[src/rtl/csvfs_pkg.sv]
// Shared types and constants for the CSV field splitter.
`timescale 1ns / 1ps

package csvfs_pkg;

  localparam int MAX_FIELDS_PER_LINE = 32;
  localparam int FIELD_BUFFER_BYTES  = 8192;

  localparam int BYTE_W   = 8;
  localparam int FNUM_W   = 5;
  localparam int FLEN_W   = 13;

  localparam logic [BYTE_W-1:0] QUOTE_DOUBLE = 8'd34;
  localparam logic [BYTE_W-1:0] QUOTE_APOS   = 8'd39;
  localparam logic [BYTE_W-1:0] DELIM_RESET  = 8'd44;

  // result queue
  localparam int QUEUE_DEPTH = 4;
  localparam int QPTR_W      = $clog2(QUEUE_DEPTH);
  localparam int QCNT_W      = $clog2(QUEUE_DEPTH + 1);

  typedef struct packed {
    logic              is_field_end;
    logic [BYTE_W-1:0] char_value;
    logic [FNUM_W-1:0] field_number;
    logic [FLEN_W-1:0] field_length;
    logic              last;
  } item_t;

  // up to two items come out of one input byte: a character or field end,
  // then the closing field end of the line
  typedef struct packed {
    logic  a_valid;
    item_t a;
    logic  b_valid;
    item_t b;
  } parse_out_t;

endpackage

[src/rtl/csvfs_parse.sv]
// Per-byte tokenizer state and item generation for the CSV field splitter.
`timescale 1ns / 1ps

module csvfs_parse #(
  parameter int MAX_FIELDS_PER_LINE = csvfs_pkg::MAX_FIELDS_PER_LINE,
  parameter int FIELD_BUFFER_BYTES  = csvfs_pkg::FIELD_BUFFER_BYTES
) (
  input  logic                           clk,
  input  logic                           rst_n,
  input  logic                           accept,
  input  logic [csvfs_pkg::BYTE_W-1:0]   data_byte,
  input  logic                           apostrophe_quotes,
  input  logic                           line_end,
  input  logic [csvfs_pkg::BYTE_W-1:0]   delimiter,
  output csvfs_pkg::parse_out_t          items
);
  import csvfs_pkg::*;

  localparam int FD_W = $clog2(MAX_FIELDS_PER_LINE + 1);
  localparam int CF_W = $clog2(FIELD_BUFFER_BYTES);
  localparam logic [FD_W-1:0] FD_MAX   = FD_W'(MAX_FIELDS_PER_LINE);
  localparam logic [CF_W-1:0] CF_LIMIT = CF_W'(FIELD_BUFFER_BYTES - 1);

  logic            inside_quotes_r, inside_quotes_nxt;
  logic            quote_pending_r, quote_pending_nxt;
  logic [FD_W-1:0] fields_done_r,   fields_done_nxt;
  logic [CF_W-1:0] chars_r,         chars_nxt;

  logic [BYTE_W-1:0] quote_byte;
  logic              consumed;
  logic              is_quote;
  logic              keep;
  logic [BYTE_W-1:0] keep_val;

  assign quote_byte = apostrophe_quotes ? QUOTE_APOS : QUOTE_DOUBLE;
  assign is_quote   = (data_byte == quote_byte);

  always_comb begin
    inside_quotes_nxt = inside_quotes_r;
    quote_pending_nxt = quote_pending_r;
    fields_done_nxt   = fields_done_r;
    chars_nxt         = chars_r;
    consumed          = 1'b0;
    keep              = 1'b0;
    keep_val          = data_byte;
    items             = '0;

    if (fields_done_r < FD_MAX) begin
      if (quote_pending_r) begin
        quote_pending_nxt = 1'b0;
        if (is_quote) begin
          // doubled quote inside quotes: one literal quote
          keep     = 1'b1;
          keep_val = quote_byte;
          consumed = 1'b1;
        end else begin
          inside_quotes_nxt = 1'b0;
        end
      end
      if (!consumed) begin
        if (is_quote) begin
          if (inside_quotes_nxt) begin
            quote_pending_nxt = 1'b1;
          end else begin
            inside_quotes_nxt = 1'b1;
          end
        end else if (data_byte == delimiter && !inside_quotes_nxt) begin
          items.a_valid              = 1'b1;
          items.a.is_field_end       = 1'b1;
          items.a.field_number       = FNUM_W'(fields_done_r);
          items.a.field_length       = FLEN_W'(chars_r);
          fields_done_nxt            = fields_done_r + FD_W'(1);
          items.a.last               = (fields_done_nxt >= FD_MAX);
          chars_nxt                  = '0;
        end else begin
          keep = 1'b1;
        end
      end
      if (keep && chars_r < CF_LIMIT) begin
        items.a_valid        = 1'b1;
        items.a.char_value   = keep_val;
        items.a.field_number = FNUM_W'(fields_done_r);
        chars_nxt            = chars_r + CF_W'(1);
      end
    end

    if (line_end) begin
      if (fields_done_nxt < FD_MAX) begin
        items.b_valid        = 1'b1;
        items.b.is_field_end = 1'b1;
        items.b.field_number = FNUM_W'(fields_done_nxt);
        items.b.field_length = FLEN_W'(chars_nxt);
        items.b.last         = 1'b1;
      end
      inside_quotes_nxt = 1'b0;
      quote_pending_nxt = 1'b0;
      fields_done_nxt   = '0;
      chars_nxt         = '0;
    end
  end

  always_ff @(posedge clk) begin
    if (!rst_n) begin
      inside_quotes_r <= 1'b0;
      quote_pending_r <= 1'b0;
      fields_done_r   <= '0;
      chars_r         <= '0;
    end else if (accept) begin
      inside_quotes_r <= inside_quotes_nxt;
      quote_pending_r <= quote_pending_nxt;
      fields_done_r   <= fields_done_nxt;
      chars_r         <= chars_nxt;
    end
  end

endmodule

[src/rtl/csv_field_splitter_core.sv]
// Top level of the CSV field splitter: config register, tokenizer, result queue.
// Results are registered in the result queue before they reach the output.
// Throughput: one byte per cycle; a line-end byte may give two results, drained one per
// cycle while out_stall is low, from a 4-entry queue; input stalls under two slots free.
// Reset: synchronous active-low rst_n clears parse state and queue, delimiter to comma.
`timescale 1ns / 1ps

module csv_field_splitter_core #(
  parameter int MAX_FIELDS_PER_LINE = csvfs_pkg::MAX_FIELDS_PER_LINE,
  parameter int FIELD_BUFFER_BYTES  = csvfs_pkg::FIELD_BUFFER_BYTES
) (
  input  logic                          clk,
  input  logic                          rst_n,

  input  logic                          cfg_valid,
  output logic                          cfg_ready,
  input  logic [csvfs_pkg::BYTE_W-1:0]  cfg_data,

  input  logic                          in_valid,
  output logic                          in_stall,
  input  logic [csvfs_pkg::BYTE_W-1:0]  in_data_byte,
  input  logic                          in_apostrophe_quotes,
  input  logic                          in_line_end,

  output logic                          out_valid,
  input  logic                          out_stall,
  output logic                          out_is_field_end,
  output logic [csvfs_pkg::BYTE_W-1:0]  out_char_value,
  output logic [csvfs_pkg::FNUM_W-1:0]  out_field_number,
  output logic [csvfs_pkg::FLEN_W-1:0]  out_field_length,
  output logic                          out_last
);
  import csvfs_pkg::*;

  logic [BYTE_W-1:0] delimiter_r;
  logic              in_accept;
  logic              out_pop;
  parse_out_t        items;

  item_t             queue_r [QUEUE_DEPTH];
  logic [QPTR_W-1:0] wr_ptr_r, wr_ptr_nxt;
  logic [QPTR_W-1:0] rd_ptr_r, rd_ptr_nxt;
  logic [QCNT_W-1:0] count_r,  count_nxt;
  logic [1:0]        push_n;
  logic [QPTR_W-1:0] b_slot;

  assign cfg_ready = 1'b1;

  always_ff @(posedge clk) begin
    if (!rst_n) begin
      delimiter_r <= DELIM_RESET;
    end else if (cfg_valid && cfg_ready) begin
      delimiter_r <= cfg_data;
    end
  end

  // keep room for the two results a single byte can produce
  assign in_stall  = (count_r > QCNT_W'(QUEUE_DEPTH - 2));
  assign in_accept = in_valid && !in_stall;

  csvfs_parse #(
    .MAX_FIELDS_PER_LINE (MAX_FIELDS_PER_LINE),
    .FIELD_BUFFER_BYTES  (FIELD_BUFFER_BYTES)
  ) u_parse (
    .clk               (clk),
    .rst_n             (rst_n),
    .accept            (in_accept),
    .data_byte         (in_data_byte),
    .apostrophe_quotes (in_apostrophe_quotes),
    .line_end          (in_line_end),
    .delimiter         (delimiter_r),
    .items             (items)
  );

  assign out_valid = (count_r != '0);
  assign out_pop   = out_valid && !out_stall;

  assign push_n     = in_accept ? ({1'b0, items.a_valid} + {1'b0, items.b_valid}) : 2'd0;
  assign b_slot     = wr_ptr_r + QPTR_W'(items.a_valid);
  assign wr_ptr_nxt = wr_ptr_r + QPTR_W'(push_n);
  assign rd_ptr_nxt = rd_ptr_r + QPTR_W'(out_pop);
  assign count_nxt  = count_r + QCNT_W'(push_n) - QCNT_W'(out_pop);

  always_ff @(posedge clk) begin
    if (in_accept) begin
      if (items.a_valid) begin
        queue_r[wr_ptr_r] <= items.a;
      end
      if (items.b_valid) begin
        queue_r[b_slot] <= items.b;
      end
    end
  end

  always_ff @(posedge clk) begin
    if (!rst_n) begin
      wr_ptr_r <= '0;
      rd_ptr_r <= '0;
      count_r  <= '0;
    end else begin
      wr_ptr_r <= wr_ptr_nxt;
      rd_ptr_r <= rd_ptr_nxt;
      count_r  <= count_nxt;
    end
  end

  assign out_is_field_end = queue_r[rd_ptr_r].is_field_end;
  assign out_char_value   = queue_r[rd_ptr_r].char_value;
  assign out_field_number = queue_r[rd_ptr_r].field_number;
  assign out_field_length = queue_r[rd_ptr_r].field_length;
  assign out_last         = queue_r[rd_ptr_r].last;

endmodule
[config.mk]
export PLATFORM = sky130hd
export DESIGN_NAME = csv_field_splitter_core
export DESIGN_NICKNAME = d
export VERILOG_FILES = /design/src/rtl/csvfs_pkg.sv /design/src/rtl/csvfs_parse.sv /design/src/rtl/csv_field_splitter_core.sv
export SDC_FILE = /design/constraint.sdc
export NUM_CORES = 1
export LEC_CHECK = 0
export ABC_CLOCK_PERIOD_IN_PS = 3800
export BUFFER_PORTS_ARGS = -buffer_cell sky130_fd_sc_hd__buf_2
export CELL_PAD_IN_SITES_DETAIL_PLACEMENT = 1
export CELL_PAD_IN_SITES_GLOBAL_PLACEMENT = 1
export CORE_MARGIN = 1.5
export CORE_UTILIZATION = 44
export DETAILED_ROUTE_END_ITERATION = 7
export HOLD_SLACK_MARGIN = 0.08
export PLACE_DENSITY = 0.82
export SLEW_MARGIN = 20
export SYNTH_ARGS = -nofsm -noshare
export SYNTH_HDL_FRONTEND = slang
export SYNTH_SLANG_ARGS = --single-unit
[constraint.sdc]
create_clock -name clk -period 3.8 [get_ports clk]
set_input_delay 0.19 -clock clk [delete_from_list [all_inputs] [get_ports clk]]
set_output_delay 0.19 -clock clk [all_outputs]
set_load 0.005 [all_outputs]
Word level (Yosys, flattened, before mapping) --
Memories as Yosys holds them, arrays and structs flattened. A register that Yosys moved wholly into a read port is not among the register bits. Index checks and enable logic that the tools add are counted.
Word-level totals: flip-flop bits (word level) 36, memory bits (writable) 112, input port bits 23, output and inout port bits 31, word-level logic and storage cells 88, memories 1
Memory list:
- queue_r | depth 4, bits a word 28, read ports 1, clocked after Yosys merged registers in 1, wr ports 2, RTL line csv_field_splitter_core.sv:40 | item_t queue_r [QUEUE_DEPTH];
Cells by class: add/sub/neg operators 8, magnitude comparators 5, equal/unequal tests 2, muxes and demuxes 54, reductions and logical operators 10
Operators by type and width (number):
- 19-bit 2-to-1 mux | 5
- 13-bit 2-to-1 mux | 7
- 6-bit 2-to-1 mux | 5
- 29-bit 2-to-1 mux | 1
- 1-bit 2-to-1 mux | 26
- 8-bit == test | 2
- 8-bit 2-to-1 mux | 2
- 2-bit 2-to-1 mux | 7
- 13-bit by 1-bit adder with 13-bit output (second input constant) | 1
- 13-bit < comparator (second input constant) | 1
- 6-bit < comparator (second input constant) | 2
- 6-bit by 1-bit adder with 6-bit output (second input constant) | 1
- 6-bit >= comparator (second input constant) | 1
- 2-bit by 1-bit adder with 2-bit output | 2
- 1-bit logical AND | 4
- 3-bit by 2-bit adder with 3-bit output | 1
- 3-bit by 2-bit greater-than comparator with 1-bit output (second input constant) | 1
- 1-bit logical NOT | 3
- 3-bit 2-to-1 mux | 1
- 3-bit nonzero test | 1
- 3-bit by 1-bit subtractor with 3-bit output | 1
- 1-bit by 1-bit adder with 2-bit output | 1
- 2-bit adder | 1
- 2-bit AND reduction | 1
- 2-bit nonzero test | 1

Longest topological paths before layout --
depth after elaboration 18, mapped depth 17

Cells and area by module --
A second synthesis with hierarchy kept.
Unflattened totals: cell total of the unflattened synthesis 640, area total of the unflattened synthesis 8466.9 um^2
By module, submodules not included:
- csv_field_splitter_core | times used 1, cells an instance 355, area each 6406.1 um^2, seq. area each 3663.5 um^2
- csvfs_parse | times used 1, cells an instance 285, area each 2060.7 um^2, seq. area each 420.4 um^2

Worst setup path before layout --
No wires, ideal clock.
kind input-to-reg, start point in in_data_byte[0] (netlist bit), end point mem queue_r[0][0] (netlist bit), enable pin, library setup time 0.377 ns, arrival 3.679 ns, slack -0.256 ns, stages on the path 13, path buffers 3, path through clkbuf_1 > or3_1 > a2111oi_2 > buf_2 > nor2_1 > o21ai_1 > inv_1 > ha_1 > xor2_1 > or3_1 > or2_2 > clkbuf_1 > nand2_1
RTL lines:
- start: declaration | RTL line csv_field_splitter_core.sv:21 | input logic [csvfs_pkg::BYTE_W-1:0] in_data_byte,
- end: declaration | RTL line csv_field_splitter_core.sv:40

==> impl_metrics.toml <==
[status]
status = "finished, final reports clean"

[layout]
post-route-util = 0.5265
fin_nets = 850
nFillCells = 1883
instances_no_fill = 1054
syn_to_final_growth_pct = 16.38
diodes = 0
final_layout_size_suffix_gt1_frac = 0.2039

[routing]
dr.max_layer_used = "met4"
remaining_drc_errors = 0
wl_met2_um = 12630
wl_met1_um = 10680
routed_wl_um = 26530
dr_total_vias = 6910
dr_wl_met3_um = 2191
wl_per_cell_um = 25.17
ant_nets = 0
firstDrtPassIters = 5
avgViaCountPerCell = 6.556
drtIter0Drc = 893

[global_routing]
grt_max_degree = 35
grt_pass1_vias = 7141
grt_use_total = 0.2939
grt_pass1_wl_um = 40740
gr-total-overflow = 0
antenna_found_initial = 0

[power_and_ir_drop]
p_per_area_nw_per_um2 = 578.1
p_leak_nw = 3.367
ir_worst_vdd_v = 0.0003488

[yosys]
synth_cells = 764
syn-num-nets = 798
avgSynthCellArea_um2 = 10.28
synth.ff_latch_count = 148
ys_seq_area_frac = 0.4793
synth_area_um2 = 7853
ys.flop_type = "edfxtp_1"
synth-edff-count = 80
synth_cell_types = 64
synth-warning-count = 0
netlist.area_leader.share = 0.3059
synth_area_leaders = "edfxtp_1 31%, dfxtp_1 17%, mux4_2 8.0%, nand2_1 4.0%, a21oi_1 3.4%"
async_flop_share = 0
yosys.area.top_type = "edfxtp_1"

[floorplan]
ios = 54
coreArea_um2 = 17360
die_y_um = 136.6
die_width_um = 136.6
rows = 48
start_util = 0.4524
die_area_um2 = 18660

[placement]
place_hpwl_um = 18400
globalplace.congestion = 0.9277
port_buffers = 52
dp.cells = 1013

[critical_path]
critPathBufInv = 1
max_stage_delay_ns = 0.53
cp.arrival_ns = 3.73
crit_slowest_cell = "dfxtp_1"
critPathLaunchType = "flop"
crit_chain = "nand4_1, nor4_4, nor2_1, o21ai_1, inv_1, ha_1, xor2_1, or3_1, or2_2, nand2_4"
worstSetupPathType = "flop to flop"
cp.required_ns = 3.89
worstPathMaxFanout = 20
crit_path_end_kind = "flop"
crit_family = "simple AND/OR/NAND/NOR gates"

[clocking]
cts_max_level = 4
cts.sinks = 148
clk_latency_ns = 0.43
clkSlewWorstSetupHoldPaths_ns = 0.07
numCtsBuffers = 17
cts_tree = "built"
clock_path_buffers = 2
cts_root_buf = "clkbuf_16"
postCtsSetupBuffers = 0

[sta]
worstMarginPinSlew_ns = 0.8710
period_share = 0.9580
slew_violations = 0
fin_worst_skew_ns = 0.01052
fin_tns_setup_ns = 0
finalSetupViolCount = 0
hold_viol = 0
grt_setup_unrepaired = "no"
fin_crit_ns = 3.640
fmax_mhz = 274.7
slew_headroom = 0.4158

[job]
maxCapViolCount = 0

[min_path]
hold_class = "primary input to flop"
[per-stage QoR]
| stage | instance area, um2 | power [mW] | hold slack (ns) | setup WS (ns) |
|---|---|---|---|---|
| after floorplan | 7868 | 3.058 | 0.3189 | 0.03133 |
| after global placement | 8468 | 3.513 | 0.4183 | 0.1172 |
| after detailed placement | 8468 | 3.629 | 0.4270 | -0.01390 |
| after CTS | 9125 | 5.277 | 0.08183 | 0.07193 |
| after global routing | 9139 | 5.492 | 0.09900 | 0.03163 |
| final | 9139 | 5.283 | 0.08658 | 0.1595 |
[cell usage after synthesis, types with 4 or more instances]
library cell,count
or3_1,7
xor2_1,4
a21oi_1,54
o21ai_0,32
nor4_1,8
o21ai_1,19
mux4_2,28
nand3_1,50
edfxtp_1,80
and3_1,11
nand4_1,15
ha_1,10
o211a_1,5
nor2b_1,5
mux2i_1,11
nor2_1,33
a32oi_1,4
nor3_1,8
buf_6,4
and2_1,7
a22o_1,27
buf_2,21
clkbuf_1,45
and4_1,6
inv_1,12
a32o_1,6
o2bb2ai_1,11
xnor2_1,16
a21o_1,8
nand2_1,84
a31oi_1,13
dfxtp_1,68
[layout make-up]
cell class	count	area (um2)	share of cell area
inverter	13	48.80	0.005340
clock inverter	14	137.6	0.01506
clock buffer	18	429.2	0.04696
tap	225	281.5	0.03081
sequential	148	3770	0.4125
timing repair buffer	108	753.2	0.08242
multi-input combinational	528	3719	0.4069
[logic make-up after synthesis]
group                    Yosys count  share of synthesized area
adder cells (fa/ha/maj)           11                    0.01848
buffers and inverters             88                    0.05019
AND/OR/NAND/NOR                  254                     0.1638
XOR/XNOR                          20                    0.02231
flip-flops                       148                     0.4793
multiplexers                      39                    0.09433
AO/OA/AOI/OAI                    203                     0.1711
other                              1                  0.0004776
[cells in the final DEF (no fill, tap or decap), types with 10 or more instances in the layout]
master / instances
mux2i_1: 11
o21ai_1: 19
inv_1: 12
nand3_1: 50
buf_2: 52
mux4_2: 28
buf_4: 43
ha_1: 10
nor2_1: 33
a21oi_1: 54
and3_1: 11
xnor2_1: 16
clkbuf_16: 17
o21ai_0: 32
a31oi_1: 13
nand2_1: 80
dfxtp_1: 65
a22o_1: 27
edfxtp_1: 80
nand4_1: 15
o2bb2ai_1: 11
[where the power goes]
group          internal [mW]  switching (mW)  total (mW)
Combinational          0.646           0.712        1.36
Clock                  0.961           0.682        1.64
Sequential              2.04           0.244        2.28
Total                   3.65            1.64        5.28
[path summary, 6_finish.rpt]
path,slack (ns),to,depth (start not counted),from
max,0.16,queue_r[0][14],10,u_parse.chars_r[2]
max reg2reg,0.16,queue_r[0][14],10,u_parse.chars_r[2]
min,0.09,queue_r[3][26],3,in_data_byte[7]
min reg2reg,0.47,queue_r[2][26],2,queue_r[2][26]
[sequential cells by signal, summed over array words and instances, names as in the netlist]
register and count:
wr_ptr_r 2, u_parse.fields_done_r 6, count_r 3, u_parse.inside_quotes_r 1, queue_r 112, u_parse.chars_r 13
delimiter_r 8, rd_ptr_r 2, u_parse.quote_pending_r 1
[per-layer routing]
| metal | up-vias | GRT usage |
|---|---|---|
| met5 | - | 0 |
| met4 | 0 | 0.1336 |
| met3 | 90 | 0.06407 |
| met2 | 386 | 0.4729 |
| met1 | 3433 | 0.3790 |
| li1 | 3001 | - |
[repair_timing]
| action | CTS | global route |
|---|---|---|
| setup endpoints to repair | 0 | 29 |
| resized for setup | 0 | 3 |
| hold endpoints to repair | 10 | 0 |
| hold buffers | 9 | 0 |
[worst reg2reg max path: stages (launching register included)]
cell and delay, ns:
dfxtp_1 0.53, nand4_1 0.26, nor4_4 0.33, nor2_1 0.14, o21ai_1 0.18, inv_1 0.18, ha_1 0.27, xor2_1 0.19
or3_1 0.45, or2_2 0.44, nand2_4 0.32
Note: power is estimated with default switching activity, not from simulation.
